[src/rtl/srdd_pkg.sv]
// Shared types, constants and angle tables of the sensor ring direction block.
`default_nettype none
package srdd_pkg;

    localparam int NUM_SENSORS = 16;
    localparam int CNT_W       = 16;
    localparam int DUTY_W      = 16;
    localparam int TRIG_W      = 17;
    localparam int PROD_W      = TRIG_W + DUTY_W - 1 + 1;
    localparam int GROUP       = 4;
    localparam int NUM_GROUPS  = (NUM_SENSORS + GROUP - 1) / GROUP;
    localparam int PART_W      = PROD_W + 2;
    localparam int TOT_W       = PART_W + 2;
    localparam int XW          = 22;
    localparam int UW          = XW - 1;
    localparam int L2W         = 2 * UW;
    localparam int HALF_W      = L2W / 2;
    localparam int DEG_W       = 31;
    localparam int NUM_DEG     = 90;
    localparam int DIV_STEPS   = DUTY_W;
    localparam int ROOT_STEPS  = 32;

    localparam logic [63:0] HALF_PI_Q30 = 64'd1686629713;
    localparam logic [63:0] Q30_ONE     = 64'd1 << 30;
    localparam logic [19:0] MILLI_SQ    = 20'd1000000;

    localparam logic [8:0] BASE_Q0 = 9'd0;
    localparam logic [8:0] BASE_Q1 = 9'd90;
    localparam logic [8:0] BASE_Q2 = 9'd180;
    localparam logic [8:0] BASE_Q3 = 9'd270;

    localparam logic [0:0] REG_SAMPLES = 1'd0;
    localparam logic [0:0] REG_ALPHA   = 1'd1;

    localparam logic [15:0] SAMPLES_RESET = 16'd100;
    localparam logic [15:0] ALPHA_RESET   = 16'd19661;

    typedef logic signed [TRIG_W-1:0] q15_t;
    typedef logic signed [PROD_W-1:0] prod_t;
    typedef logic signed [XW-1:0]     vec_t;
    typedef logic [DEG_W-1:0]         q30_t;
    typedef q15_t sens_tab_t [NUM_SENSORS];
    typedef q30_t deg_tab_t [NUM_DEG];
    typedef logic [63:0] div_tab_t [7];

    localparam div_tab_t TS_DIV = '{64'd6, 64'd20, 64'd42, 64'd72, 64'd110, 64'd156, 64'd210};
    localparam div_tab_t TC_DIV = '{64'd2, 64'd12, 64'd30, 64'd56, 64'd90, 64'd132, 64'd182};

    typedef struct packed {
        logic sample;
        logic load;
        logic step;
        logic ema_a;
        logic ema_b;
        logic prod;
    } lane_ctl_t;

    typedef struct packed {
        logic stage_a;
        logic stage_b;
        logic stage_c;
    } merge_ctl_t;

    typedef enum logic [3:0] {
        T_IDLE, T_DIV, T_EMA_A, T_EMA_B, T_PROD,
        T_SUM_A, T_SUM_B, T_ROUND, T_POLAR, T_WAIT
    } top_state_t;

    typedef enum logic [2:0] {
        P_IDLE, P_SQUARE, P_SUM, P_SCALE, P_JOIN, P_SQRT, P_DIR, P_DONE
    } polar_state_t;

    // returns {cos, sin} in Q30
    function automatic logic [127:0] quarter_trig(input logic [63:0] r);
        logic [63:0] x;
        logic [63:0] x2;
        logic [63:0] ts;
        logic [63:0] tc;
        logic signed [63:0] sv;
        logic signed [63:0] cv;
        x  = (r * HALF_PI_Q30) >> 30;
        x2 = (x * x) >> 30;
        ts = x;
        tc = Q30_ONE;
        sv = $signed(x);
        cv = $signed(Q30_ONE);
        for (int k = 1; k <= 7; k++) begin
            ts = ((ts * x2) >> 30) / TS_DIV[k-1];
            tc = ((tc * x2) >> 30) / TC_DIV[k-1];
            if (k % 2 == 1) begin
                sv = sv - $signed(ts);
                cv = cv - $signed(tc);
            end else begin
                sv = sv + $signed(ts);
                cv = cv + $signed(tc);
            end
        end
        if (sv < 0) sv = 0;
        if (sv > $signed(Q30_ONE)) sv = $signed(Q30_ONE);
        if (cv < 0) cv = 0;
        if (cv > $signed(Q30_ONE)) cv = $signed(Q30_ONE);
        return {cv, sv};
    endfunction

    function automatic sens_tab_t build_sens(input bit want_sin);
        sens_tab_t    tab;
        logic [63:0]  t;
        logic [1:0]   q;
        logic [127:0] cs;
        logic [63:0]  c;
        logic [63:0]  s;
        q15_t         c15;
        q15_t         s15;
        for (int i = 0; i < NUM_SENSORS; i++) begin
            t = (64'(i) << 32) / NUM_SENSORS;
            q = t[31:30];
            cs = quarter_trig(t & (Q30_ONE - 64'd1));
            c = cs[127:64];
            s = cs[63:0];
            c15 = TRIG_W'((c + 64'd16384) >> 15);
            s15 = TRIG_W'((s + 64'd16384) >> 15);
            case (q)
                2'd0:    tab[i] = want_sin ? s15 : c15;
                2'd1:    tab[i] = want_sin ? c15 : -s15;
                2'd2:    tab[i] = want_sin ? -s15 : -c15;
                default: tab[i] = want_sin ? -c15 : s15;
            endcase
        end
        return tab;
    endfunction

    function automatic deg_tab_t build_deg(input bit want_sin);
        deg_tab_t     tc;
        deg_tab_t     tsn;
        logic [127:0] cs;
        for (int i = 0; i <= 45; i++) begin
            cs = quarter_trig((64'(i) << 30) / 64'd90);
            tc[i]  = DEG_W'(cs[127:64]);
            tsn[i] = DEG_W'(cs[63:0]);
        end
        tsn[45] = tc[45];
        for (int i = 46; i < NUM_DEG; i++) begin
            tc[i]  = tsn[90-i];
            tsn[i] = tc[90-i];
        end
        return want_sin ? tsn : tc;
    endfunction

    localparam sens_tab_t SENS_COS = build_sens(1'b0);
    localparam sens_tab_t SENS_SIN = build_sens(1'b1);
    localparam deg_tab_t  DEG_COS  = build_deg(1'b0);
    localparam deg_tab_t  DEG_SIN  = build_deg(1'b1);

endpackage
`default_nettype wire

[src/rtl/srdd_lane.sv]
// One sensor lane: low counter, serial duty divider, smoothing and trig weighting.
`default_nettype none
module srdd_lane (
    input  wire logic                        aclk,
    input  wire logic                        aresetn,
    input  wire srdd_pkg::lane_ctl_t         ctl,
    input  wire logic                        pin_level,
    input  wire logic [srdd_pkg::CNT_W-1:0]  div_value,
    input  wire logic [15:0]                 alpha,
    input  wire srdd_pkg::q15_t              cos_w,
    input  wire srdd_pkg::q15_t              sin_w,
    output srdd_pkg::prod_t                  prod_x,
    output srdd_pkg::prod_t                  prod_y
);
    logic [srdd_pkg::CNT_W-1:0]  low_reg;
    logic [srdd_pkg::CNT_W-1:0]  low_next;
    logic                        first_reg;
    logic [srdd_pkg::CNT_W-1:0]  rem_reg;
    logic [srdd_pkg::DUTY_W-1:0] quo_reg;
    logic [srdd_pkg::CNT_W:0]    rem_dbl;
    logic [31:0]                 p_new_reg;
    logic [32:0]                 p_old_reg;
    logic [33:0]                 mix;
    logic [srdd_pkg::DUTY_W-1:0] duty_reg;
    srdd_pkg::prod_t             px_reg;
    srdd_pkg::prod_t             py_reg;

    assign low_next = low_reg + {{(srdd_pkg::CNT_W-1){1'b0}}, ~pin_level};
    assign rem_dbl  = {rem_reg, 1'b0};
    assign mix      = {2'b00, p_new_reg} + {1'b0, p_old_reg} + 34'd32768;

    always_ff @(posedge aclk) begin
        if (!aresetn) begin
            low_reg   <= '0;
            first_reg <= 1'b1;
        end else begin
            if (ctl.sample) begin
                low_reg <= ctl.load ? '0 : low_next;
            end
            if (ctl.ema_b) begin
                first_reg <= 1'b0;
            end
        end
    end

    always_ff @(posedge aclk) begin
        if (ctl.load) begin
            rem_reg <= low_next;
            quo_reg <= '0;
        end else if (ctl.step) begin
            if (rem_dbl >= {1'b0, div_value}) begin
                rem_reg <= srdd_pkg::CNT_W'(rem_dbl - {1'b0, div_value});
                quo_reg <= {quo_reg[srdd_pkg::DUTY_W-2:0], 1'b1};
            end else begin
                rem_reg <= rem_dbl[srdd_pkg::CNT_W-1:0];
                quo_reg <= {quo_reg[srdd_pkg::DUTY_W-2:0], 1'b0};
            end
        end
        if (ctl.ema_a) begin
            p_new_reg <= alpha * quo_reg;
            p_old_reg <= (17'd65536 - {1'b0, alpha}) * duty_reg;
        end
        if (ctl.ema_b) begin
            duty_reg <= first_reg ? quo_reg : mix[31:16];
        end
        if (ctl.prod) begin
            px_reg <= srdd_pkg::PROD_W'(cos_w * $signed({1'b0, duty_reg}));
            py_reg <= srdd_pkg::PROD_W'(sin_w * $signed({1'b0, duty_reg}));
        end
    end

    assign prod_x = px_reg;
    assign prod_y = py_reg;
endmodule
`default_nettype wire

[config.mk]
export PLATFORM = sky130hd
export DESIGN_NAME = srdd_lane
export DESIGN_NICKNAME = d
export VERILOG_FILES = /design/src/rtl/srdd_pkg.sv /design/src/rtl/srdd_lane.sv
export SDC_FILE = /design/constraint.sdc
export NUM_CORES = 2
export LEC_CHECK = 0
export ABC_AREA = 1
export BUFFER_PORTS_ARGS = -buffer_cell sky130_fd_sc_hd__buf_2
export CAP_MARGIN = 20
export CORE_AREA = 2 2 224 391
export DETAILED_ROUTE_END_ITERATION = 6
export DIE_AREA = 0 0 226 393
export PLACE_DENSITY = 0.79
export RECOVER_POWER = 25
export SYNTH_ARGS = -nofsm -noshare
export SYNTH_HDL_FRONTEND = slang
export SYNTH_SLANG_ARGS = --single-unit
[constraint.sdc]
create_clock -name aclk -period 6.95 [get_ports aclk]
set_input_delay 0.695 -clock aclk [delete_from_list [all_inputs] [get_ports aclk]]
set_output_delay 0.695 -clock aclk [all_outputs]
set_load 0.05 [all_outputs]
==> summary.txt <==
Status
  – Status: finished, violations left
  – Violated checks: capacitance limit, slew limit

Flow run
  – Max-cap violations: 3

Placement
  – # port buffers: 140
  – HPWL after detailed placement: 129000 µm
  – GPL Wtd Cong: 0.990

Hold path
  – Type of the most critical hold path: input port to flip-flop
  – Worst hold path startpoint: aresetn
  – Count of cells along the worst hold path: 2
  – Hold Path Sink: first_reg

Synthesis
  – Share of the yosys chip area belonging to registers: 0.108
  – Number of warnings issued by yosys: 0
  – Post-synthesis cell area: 51100 µm²
  – Library cell occupying the most area in the post-synthesis netlist: fa_1
  – Number of library cell types mapped by synthesis: 51
  – Syn Inst Count: 6578
  – Commonest cells in the netlist: inv_1, nand2_1, fa_1
  – Top cell type's share of synthesized area: 0.373
  – Post-synthesis net count: 8066
  – Main flop type after synthesis: edfxtp_1
  – Average instance area after synthesis: 7.76 µm²
  – Register bit total from synthesis: 195
  – Cell with the most instances after synthesis: inv_1
  – Count of flip-flops with a built-in enable after synthesis: 162
  – Area contributors post-synth: fa_1, inv_1, nand2_1
  – Async set-reset flop share out of synthesis: 0

Routing
  – Post-detailed-route via-to-cell ratio: 5.43
  – Remaining number of nets flagged by the antenna check after routing: 0
  – Drt wl/cell: 19.3 µm
  – Count of routing violations after the opening detailed-route iteration: 2437
  – DRC violation count after routing: 0
  – Routed wire length: 151000 µm
  – Count of TritonRoute iterations in the first routing pass: 6
  – Via Count: 42570

Clocking
  – # resized after CTS: 0
  – Clock sink total: 195
  – CTS tree: yes
  – Number of buffers on the longest clock path: 2
  – Hold_buf cts: 0
  – Clock transition at the register clock pins on the worst setup and hold paths after CTS: 80 ps
  – Worst-Skew Late Latency: 530 ps
  – Clock root buffer master: clkbuf_16
  – Clock buffer count from CTS: 17
  – Number of setup buffers added after CTS: 0
  – CTS H-tree depth: 4

Timing
  – Unrepaired setup endpoints after global routing: no
  – Period Utilization, post-route: 0.945
  – Final clock skew: 25.8 ps
  – Worst slew slack as a fraction of its limit: -1.63
  – Count of final max-slew check failures: 153
  – Number of endpoints failing setup at the final stage: 0
  – Worst Max-Slew Pin Slew: 3950 ps
  – Post-Route Hold Slack: 466 ps
  – Achievable Freq: 152 MHz
  – Final hold viol count: 0
  – Final period demand of the worst path: 6570 ps
  – Total negative setup slack: 0 ps

Floorplanning
  – Placeable core area: 85500 µm²
  – Die width: 226 µm
  – Die boundary height: 393 µm
  – Effective utilization at floorplan: 0.598
  – Site row count: 142
  – Die outline area: 88800 µm²
  – Number of top-level pins: 141

Critical path
  – Kind of end point of the critical path: flip-flop
  – Slowest stage cell, crit path: edfxtp_1
  – Arrival time of data at the critical path endpoint: 6850 ps
  – Critical Path Max Stage Delay: 1050 ps
  – CP Class: flip-flop to flip-flop
  – FF-to-FF End: prod_y[32]
  – Depth of the worst register-to-register path: 21
  – Worst-path maximum fanout: 16
  – Startpoint of the most critical register-to-register path: duty_reg[13]
  – Critical path data required time: 7230 ps
  – CP delay by family, top: adder cells
  – Sequence of cells on the critical path: nand2_1 > inv_1 > fa_1 > fa_1 > inv_1 > fa_1 > fa_1 > inv_1 > fa_1 > inv_1 > fa_1 > inv_1 > ha_1 > a21oi_1 > o21ai_0 > a21oi_1 > o21ai_0 > inv_1 > nand2_1 > nand2_1 > nand2_1
  – Crit path buf inv count: 6
  – Category of the worst setup path launch point: flip-flop
  – R2r setup slk: 380 ps

Global routing
  – Number of global-route vias before repair: 45915
  – All-layer global routing usage: 0.354
  – Pin count of the biggest net entering global routing: 65
  – GR Overflow Total: 0
  – Number of antenna violations at the first check in global routing: 3
  – Wire length of the first global-routing pass: 236000 µm

Finish
  – Synth-to-layout area growth: 6.10%
  – Layout cell share with drive strength beyond 1: 0.0573
  – Nets: 8156
layer usage:
layer / GRT usage / share of wire / vias to the layer above
met4: 0.326 / 0.11 / 2
met3: 0.0472 / 0.057 / 747
met1: 0.337 / 0.31 / 20757
met2: 0.652 / 0.53 / 1718
li1: - / - / 19346
met5: 0 / 0.000086 / -
worst max-delay path by stage:
stage                 start             to  slack [ps]  cells past startpoint
3_5_place_dp       alpha[0]  p_old_reg[22]         -40                     25
2_1_floorplan      alpha[1]  p_old_reg[31]         270                     29
3_3_place_gp       alpha[0]  p_old_reg[26]           8                     29
4_1_cts        duty_reg[13]     prod_y[30]         530                     18
6_report       duty_reg[13]     prod_y[32]         380                     21
5_1_grt            alpha[0]  p_old_reg[31]          80                     27
area by class of cell:
cell class | instances | area (µm²)
inverters | 1849 | 6940
multi-input cells | 4296 | 37700
flip-flops and latches | 195 | 5530
well taps | 1152 | 1440
fillers | 7494 | 31300
clock inverters | 13 | 120
clock buffers | 19 | 443
diodes | 2 | 5.00
repair buffers | 309 | 2050
placed cells by master (no fill, tap or decap), drive strengths merged, types with 7 or more instances in the layout:
| master | Yosys | routed |
|---|---|---|
| xor2 | 88 | 88 |
| inv | 1841 | 1846 |
| o22ai | 15 | 15 |
| xnor2 | 35 | 35 |
| nand2 | 1720 | 1720 |
| nand3b | 27 | 27 |
| o21ai | 89 | 89 |
| clkbuf | 202 | 25 |
| nand3 | 216 | 216 |
| or2 | 9 | 9 |
| a21boi | 7 | 7 |
| fa | 951 | 951 |
| buf | 36 | 303 |
| nand4 | 54 | 54 |
| a21oi | 168 | 168 |
| ha | 462 | 462 |
| nor3 | 43 | 43 |
| nor2 | 334 | 334 |
| dfxtp | 33 | 33 |
| a21o | 21 | 21 |
| edfxtp | 162 | 162 |
| o21bai | 23 | 23 |
| clkinv | 8 | 15 |
metrics by stage:
step	setup WS, ps	std cells	util	instance area (µm²)
2_1_floorplan	273	6578	-	51100
3_3_place_gp	8.07	7801	0.628	53600
3_5_place_dp	-43.9	7801	0.628	53600
4_1_cts	526	7833	0.634	54200
5_1_grt	77.9	7833	0.634	54200
6_report	383	7835	0.634	54200
kinds of logic (layout without fill, tap and decap cells):
logic type      after synthesis  in the layout  synth area share
compound gates              338            338            0.0369
flops                       195            195             0.108
fa+ha+maj                  1413           1413             0.486
simple gates               2422           2422             0.193
buf+inv                    2087           2190             0.154
xor+xnor                    123            123            0.0211
other cells                   0              2                 0
Power is not shown: default switching activity piles up to over one toggle a cycle in this logic, so the estimate is an artifact.
