[src/rtl/srdd_pkg.sv]
// Shared types, constants and angle tables of the sensor ring direction block.
`default_nettype none
package srdd_pkg;

    localparam int NUM_SENSORS = 16;
    localparam int CNT_W       = 16;
    localparam int DUTY_W      = 16;
    localparam int TRIG_W      = 17;
    localparam int PROD_W      = TRIG_W + DUTY_W - 1 + 1;
    localparam int GROUP       = 4;
    localparam int NUM_GROUPS  = (NUM_SENSORS + GROUP - 1) / GROUP;
    localparam int PART_W      = PROD_W + 2;
    localparam int TOT_W       = PART_W + 2;
    localparam int XW          = 22;
    localparam int UW          = XW - 1;
    localparam int L2W         = 2 * UW;
    localparam int HALF_W      = L2W / 2;
    localparam int DEG_W       = 31;
    localparam int NUM_DEG     = 90;
    localparam int DIV_STEPS   = DUTY_W;
    localparam int ROOT_STEPS  = 32;

    localparam logic [63:0] HALF_PI_Q30 = 64'd1686629713;
    localparam logic [63:0] Q30_ONE     = 64'd1 << 30;
    localparam logic [19:0] MILLI_SQ    = 20'd1000000;

    localparam logic [8:0] BASE_Q0 = 9'd0;
    localparam logic [8:0] BASE_Q1 = 9'd90;
    localparam logic [8:0] BASE_Q2 = 9'd180;
    localparam logic [8:0] BASE_Q3 = 9'd270;

    localparam logic [0:0] REG_SAMPLES = 1'd0;
    localparam logic [0:0] REG_ALPHA   = 1'd1;

    localparam logic [15:0] SAMPLES_RESET = 16'd100;
    localparam logic [15:0] ALPHA_RESET   = 16'd19661;

    typedef logic signed [TRIG_W-1:0] q15_t;
    typedef logic signed [PROD_W-1:0] prod_t;
    typedef logic signed [XW-1:0]     vec_t;
    typedef logic [DEG_W-1:0]         q30_t;
    typedef q15_t sens_tab_t [NUM_SENSORS];
    typedef q30_t deg_tab_t [NUM_DEG];
    typedef logic [63:0] div_tab_t [7];

    localparam div_tab_t TS_DIV = '{64'd6, 64'd20, 64'd42, 64'd72, 64'd110, 64'd156, 64'd210};
    localparam div_tab_t TC_DIV = '{64'd2, 64'd12, 64'd30, 64'd56, 64'd90, 64'd132, 64'd182};

    typedef struct packed {
        logic sample;
        logic load;
        logic step;
        logic ema_a;
        logic ema_b;
        logic prod;
    } lane_ctl_t;

    typedef struct packed {
        logic stage_a;
        logic stage_b;
        logic stage_c;
    } merge_ctl_t;

    typedef enum logic [3:0] {
        T_IDLE, T_DIV, T_EMA_A, T_EMA_B, T_PROD,
        T_SUM_A, T_SUM_B, T_ROUND, T_POLAR, T_WAIT
    } top_state_t;

    typedef enum logic [2:0] {
        P_IDLE, P_SQUARE, P_SUM, P_SCALE, P_JOIN, P_SQRT, P_DIR, P_DONE
    } polar_state_t;

    // returns {cos, sin} in Q30
    function automatic logic [127:0] quarter_trig(input logic [63:0] r);
        logic [63:0] x;
        logic [63:0] x2;
        logic [63:0] ts;
        logic [63:0] tc;
        logic signed [63:0] sv;
        logic signed [63:0] cv;
        x  = (r * HALF_PI_Q30) >> 30;
        x2 = (x * x) >> 30;
        ts = x;
        tc = Q30_ONE;
        sv = $signed(x);
        cv = $signed(Q30_ONE);
        for (int k = 1; k <= 7; k++) begin
            ts = ((ts * x2) >> 30) / TS_DIV[k-1];
            tc = ((tc * x2) >> 30) / TC_DIV[k-1];
            if (k % 2 == 1) begin
                sv = sv - $signed(ts);
                cv = cv - $signed(tc);
            end else begin
                sv = sv + $signed(ts);
                cv = cv + $signed(tc);
            end
        end
        if (sv < 0) sv = 0;
        if (sv > $signed(Q30_ONE)) sv = $signed(Q30_ONE);
        if (cv < 0) cv = 0;
        if (cv > $signed(Q30_ONE)) cv = $signed(Q30_ONE);
        return {cv, sv};
    endfunction

    function automatic sens_tab_t build_sens(input bit want_sin);
        sens_tab_t    tab;
        logic [63:0]  t;
        logic [1:0]   q;
        logic [127:0] cs;
        logic [63:0]  c;
        logic [63:0]  s;
        q15_t         c15;
        q15_t         s15;
        for (int i = 0; i < NUM_SENSORS; i++) begin
            t = (64'(i) << 32) / NUM_SENSORS;
            q = t[31:30];
            cs = quarter_trig(t & (Q30_ONE - 64'd1));
            c = cs[127:64];
            s = cs[63:0];
            c15 = TRIG_W'((c + 64'd16384) >> 15);
            s15 = TRIG_W'((s + 64'd16384) >> 15);
            case (q)
                2'd0:    tab[i] = want_sin ? s15 : c15;
                2'd1:    tab[i] = want_sin ? c15 : -s15;
                2'd2:    tab[i] = want_sin ? -s15 : -c15;
                default: tab[i] = want_sin ? -c15 : s15;
            endcase
        end
        return tab;
    endfunction

    function automatic deg_tab_t build_deg(input bit want_sin);
        deg_tab_t     tc;
        deg_tab_t     tsn;
        logic [127:0] cs;
        for (int i = 0; i <= 45; i++) begin
            cs = quarter_trig((64'(i) << 30) / 64'd90);
            tc[i]  = DEG_W'(cs[127:64]);
            tsn[i] = DEG_W'(cs[63:0]);
        end
        tsn[45] = tc[45];
        for (int i = 46; i < NUM_DEG; i++) begin
            tc[i]  = tsn[90-i];
            tsn[i] = tc[90-i];
        end
        return want_sin ? tsn : tc;
    endfunction

    localparam sens_tab_t SENS_COS = build_sens(1'b0);
    localparam sens_tab_t SENS_SIN = build_sens(1'b1);
    localparam deg_tab_t  DEG_COS  = build_deg(1'b0);
    localparam deg_tab_t  DEG_SIN  = build_deg(1'b1);

endpackage
`default_nettype wire

[src/rtl/srdd_merge.sv]
// Registered adder tree over the lanes and rounding of the vector sums.
`default_nettype none
module srdd_merge (
    input  wire logic                 aclk,
    input  wire srdd_pkg::merge_ctl_t ctl,
    input  wire srdd_pkg::prod_t      prod_x [srdd_pkg::NUM_SENSORS],
    input  wire srdd_pkg::prod_t      prod_y [srdd_pkg::NUM_SENSORS],
    output srdd_pkg::vec_t            vec_x,
    output srdd_pkg::vec_t            vec_y
);
    logic signed [srdd_pkg::PART_W-1:0] part_x_reg [srdd_pkg::NUM_GROUPS];
    logic signed [srdd_pkg::PART_W-1:0] part_y_reg [srdd_pkg::NUM_GROUPS];
    logic signed [srdd_pkg::PART_W-1:0] part_x [srdd_pkg::NUM_GROUPS];
    logic signed [srdd_pkg::PART_W-1:0] part_y [srdd_pkg::NUM_GROUPS];
    logic signed [srdd_pkg::TOT_W-1:0]  tot_x_reg;
    logic signed [srdd_pkg::TOT_W-1:0]  tot_y_reg;
    logic signed [srdd_pkg::TOT_W-1:0]  tot_x;
    logic signed [srdd_pkg::TOT_W-1:0]  tot_y;
    srdd_pkg::vec_t                     x_reg;
    srdd_pkg::vec_t                     y_reg;

    function automatic srdd_pkg::vec_t round_sum(input logic signed [srdd_pkg::TOT_W-1:0] acc);
        logic [srdd_pkg::TOT_W-1:0] mag;
        logic [srdd_pkg::TOT_W-1:0] q;
        mag = acc[srdd_pkg::TOT_W-1] ? -acc : acc;
        q   = (mag + srdd_pkg::TOT_W'(32768)) >> 16;
        return acc[srdd_pkg::TOT_W-1] ? -srdd_pkg::XW'(q) : srdd_pkg::XW'(q);
    endfunction

    always_comb begin
        for (int g = 0; g < srdd_pkg::NUM_GROUPS; g++) begin
            part_x[g] = '0;
            part_y[g] = '0;
            for (int j = 0; j < srdd_pkg::GROUP; j++) begin
                if (g * srdd_pkg::GROUP + j < srdd_pkg::NUM_SENSORS) begin
                    part_x[g] = part_x[g] + srdd_pkg::PART_W'(prod_x[g*srdd_pkg::GROUP+j]);
                    part_y[g] = part_y[g] + srdd_pkg::PART_W'(prod_y[g*srdd_pkg::GROUP+j]);
                end
            end
        end
        tot_x = '0;
        tot_y = '0;
        for (int g = 0; g < srdd_pkg::NUM_GROUPS; g++) begin
            tot_x = tot_x + srdd_pkg::TOT_W'(part_x_reg[g]);
            tot_y = tot_y + srdd_pkg::TOT_W'(part_y_reg[g]);
        end
    end

    always_ff @(posedge aclk) begin
        if (ctl.stage_a) begin
            part_x_reg <= part_x;
            part_y_reg <= part_y;
        end
        if (ctl.stage_b) begin
            tot_x_reg <= tot_x;
            tot_y_reg <= tot_y;
        end
        if (ctl.stage_c) begin
            x_reg <= round_sum(tot_x_reg);
            y_reg <= round_sum(tot_y_reg);
        end
    end

    assign vec_x = x_reg;
    assign vec_y = y_reg;
endmodule
`default_nettype wire

[config.mk]
export PLATFORM = sky130hd
export DESIGN_NAME = srdd_merge
export DESIGN_NICKNAME = d
export VERILOG_FILES = /design/src/rtl/srdd_pkg.sv /design/src/rtl/srdd_merge.sv
export SDC_FILE = /design/constraint.sdc
export NUM_CORES = 2
export LEC_CHECK = 0
export BUFFER_PORTS_ARGS = -buffer_cell sky130_fd_sc_hd__buf_2
export CAP_MARGIN = 30
export CORE_AREA = 2 2 432 434
export CTS_CLUSTER_SIZE = 12
export DETAILED_ROUTE_END_ITERATION = 6
export DIE_AREA = 0 0 434 436
export GPL_TIMING_DRIVEN = 1
export PLACE_DENSITY_LB_ADDON = 0.3
export SETUP_SLACK_MARGIN = 0.15
export SLEW_MARGIN = 20
export SYNTH_ARGS = -nofsm -noshare
export SYNTH_HDL_FRONTEND = slang
export SYNTH_SLANG_ARGS = --single-unit
export TNS_END_PERCENT = 1
[constraint.sdc]
create_clock -name aclk -period 4.7 [get_ports aclk]
set_clock_uncertainty 0.05 [all_clocks]
set_input_delay 0.235 -clock aclk [delete_from_list [all_inputs] [get_ports aclk]]
set_output_delay 0.235 -clock aclk [all_outputs]
set_load 0.02 [all_outputs]
==> flow_summary.json <==
{
  "ys.flop_type": "edfxtp_1",
  "drv_cap": 0,
  "routedWlPerCell_um": 20.3,
  "status": "finished, final reports clean",
  "yosys.area.top_type": "fa_1",
  "first_pass_iters": 5,
  "synth_common_cells": "inv_1 (811), fa_1 (678), edfxtp_1 (398)",
  "viasPerCell": 4.46,
  "vias": 37200,
  "post-synth-top-area-fraction": 0.285,
  "gp_congestion": 1.01,
  "rows": 158,
  "synth_seq_cells": 398,
  "cts_tree": "yes",
  "async_reset_ff_frac": 0,
  "port_buffers": 1103,
  "min_period_ns": 4.45,
  "die_area_um2": 189000,
  "syn2layout_area_growth_pct": 25.7,
  "drive_gt1_frac": 0.263,
  "setup_tns_ns": 0,
  "finalHoldViolCount": 0,
  "min_period_over_period": 0.947,
  "worst_hold_path_type": "input port to flip-flop",
  "die_y_um": 436,
  "synthTopCellsByArea": "fa_1 (29%), edfxtp_1 (25%), ha_1 (9.2%)",
  "synth_area_um2": 47500,
  "end_kind": "flip-flop",
  "cp-start-kind": "flip-flop",
  "core-area_um2": 185000,
  "powerDensity_nw_per_um2": 917,
  "synth-edff-count": 398,
  "tightest_slew_ns": 0.913,
  "dr.first_iter.drc_count": 1619,
  "wl_um": 169000,
  "clkLatencyLatePin_ns": 0.64,
  "crit_fanout": 5,
  "yosysMostFrequentCell": "inv_1",
  "drc_errors": 0,
  "cp.arrival_ns": 4.75,
  "antenna_found_initial": 46,
  "cts_made_buffers": 51,
  "ant_nets": 0,
  "regArea_um2": 12000,
  "max-clock-path-buffers": 3,
  "power.leakage_nw": 27.5,
  "path_class": "flip-flop to flip-flop",
  "dp_hpwl_um": 153000,
  "crit_required_ns": 5.00,
  "clock_sink_count": 398,
  "whs_ns": 0.0965,
  "nets": 7903,
  "start_util": 0.258,
  "rsz0062_at_grt": "yes",
  "setup_viol": 0,
  "syn_nets": 6585,
  "seq_area_frac_synth": 0.251,
  "ys_warn_count": 0,
  "fmax_ghz": 0.225,
  "syn-instance-count": 4499,
  "cts_root_buf": "clkbuf_16",
  "synth_cell_types": 111,
  "grt_overflow": 0,
  "clk_pin_slew_ns": 0.07,
  "place_ws_ns": -0.849,
  "worst_ir_drop_vdd_v": 0.000578,
  "fill_cells": 19200,
  "cts-htree-levels": 2,
  "die_w_um": 434,
  "design_area_um2": 59800,
  "placed_area_um2": 57500,
  "ioPinCount": 1104,
  "grt_max_degree": 100,
  "avgSynthCellArea_um2": 10.6,
  "final_max_slew_viol_count": 0,
  "multi_input_area_um2": 32700,
  "maxSlewHeadroom": 0.376,
  "grt_pass1_wl_um": 246000,
  "worst_slack_ns": 0.250,
  "track_usage": 0.175,
  "grt_pass1_vias": 39900
}
-- cells in the final DEF, fill, tap and decap left out, drive strengths merged, types with 12 or more instances in the layout --
cell type and count:
o31a 12, diode 19, a21oi 275, o21bai 55
a211oi 35, and2 26, clkinv 17, o21ai 157
o211ai 15, nor3 65, or3 34, nand4 37
nor2 226, o21a 42, edfxtp 398, a2111oi 14
xnor2 278, xor2 123, nor4 24, a221oi 12
clkbuf 58, inv 817, ha 348, a21o 141
buf 1308, fa 678, o31ai 38, nor2b 37
nand2b 34, o41ai 16, nand2 179, a31oi 38
nand3 82, and3 29, or2 29
-- report_power, final --
part	leakage [nW]	internal (W)	switching, W	total (W)
clock network	0.789	0.00227	0.00164	0.00391
logic	22.9	0.0188	0.0228	0.0416
registers	3.90	0.00818	0.00113	0.00932
-- through the flow --
step	total power (W)	cells	util
final	0.0548	8352	0.324
after global routing	0.0604	8349	0.324
after CTS	0.0536	8324	0.321
after detailed placement	0.0486	8225	0.311
after global placement	0.0483	8224	0.311
after floorplan	0.0369	4499	-
-- critical path: stages, from the launching register on --
cell	delay [ns]
edfxtp_1	0.39
inv_2	0.06
fa_1	0.43
fa_1	0.49
inv_1	0.06
ha_4	0.18
or4_4	0.55
o21ai_4	0.09
nor3b_4	0.07
a311oi_2	0.36
nor2_1	0.13
a31oi_1	0.19
buf_4	0.16
a21oi_2	0.06
o2111a_1	0.27
o41ai_2	0.21
buf_4	0.17
mux2i_1	0.17
a211oi_1	0.06
-- repair_timing --
item / CTS / global route
gates cloned: 0 / 0
hold endpoints to repair: 12 / 0
setup endpoints to repair: 16 / 41
setup buffers: 1 / 9
pin swaps: 14 / 44
hold buffers: 9 / 0
resized for setup: 27 / 59
-- worst paths after layout --
path | start | to | slack, ns | depth (start not counted)
worst max-delay path | part_x_reg[42]$_DFFE_PP_ | tot_x_reg[36]$_DFFE_PP_ | 0.25 | 18
worst min-delay path | prod_x[198] | part_x_reg[35]$_DFFE_PP_ | 0.1 | 3
worst max register to register | part_x_reg[42]$_DFFE_PP_ | tot_x_reg[36]$_DFFE_PP_ | 0.25 | 18
worst min register to register | part_x_reg[105]$_DFFE_PP_ | tot_x_reg[0]$_DFFE_PP_ | 0.52 | 1
-- layer usage --
metal / up-vias / part of all wire / global-route usage
li1: 17900 / - / -
met1: 18100 / 0.38 / 0.195
met2: 960 / 0.55 / 0.344
met3: 190 / 0.038 / 0.0193
met4: 6 / 0.030 / 0.0526
met5: - / 0.00022 / 0
-- area by class of cell --
| cell class | instances | share of cell area |
|---|---|---|
| inverter | 814 | 0.0511 |
| multi-input combinational | 3235 | 0.548 |
| sequential | 398 | 0.200 |
| clock inverter | 31 | 0.00559 |
| tap | 2480 | 0.0519 |
| clock buffer | 58 | 0.0218 |
| timing repair buffer | 1317 | 0.121 |
| antenna | 19 | 0.000796 |
-- logic make-up (layout without fill, tap and decap cells) --
logic type	count (synthesis)	after routing	synth area share
adder cells (fa/ha/maj)	1026	1026	0.377
AO/OA/AOI/OAI	955	955	0.135
buffers and inverters	866	2220	0.0691
AND/OR/NAND/NOR	845	845	0.0912
XOR/XNOR	402	402	0.0745
flip-flops	398	398	0.251
multiplexers	7	7	0.00184
other	0	19	0
Note: power is estimated with default switching activity, not from simulation.
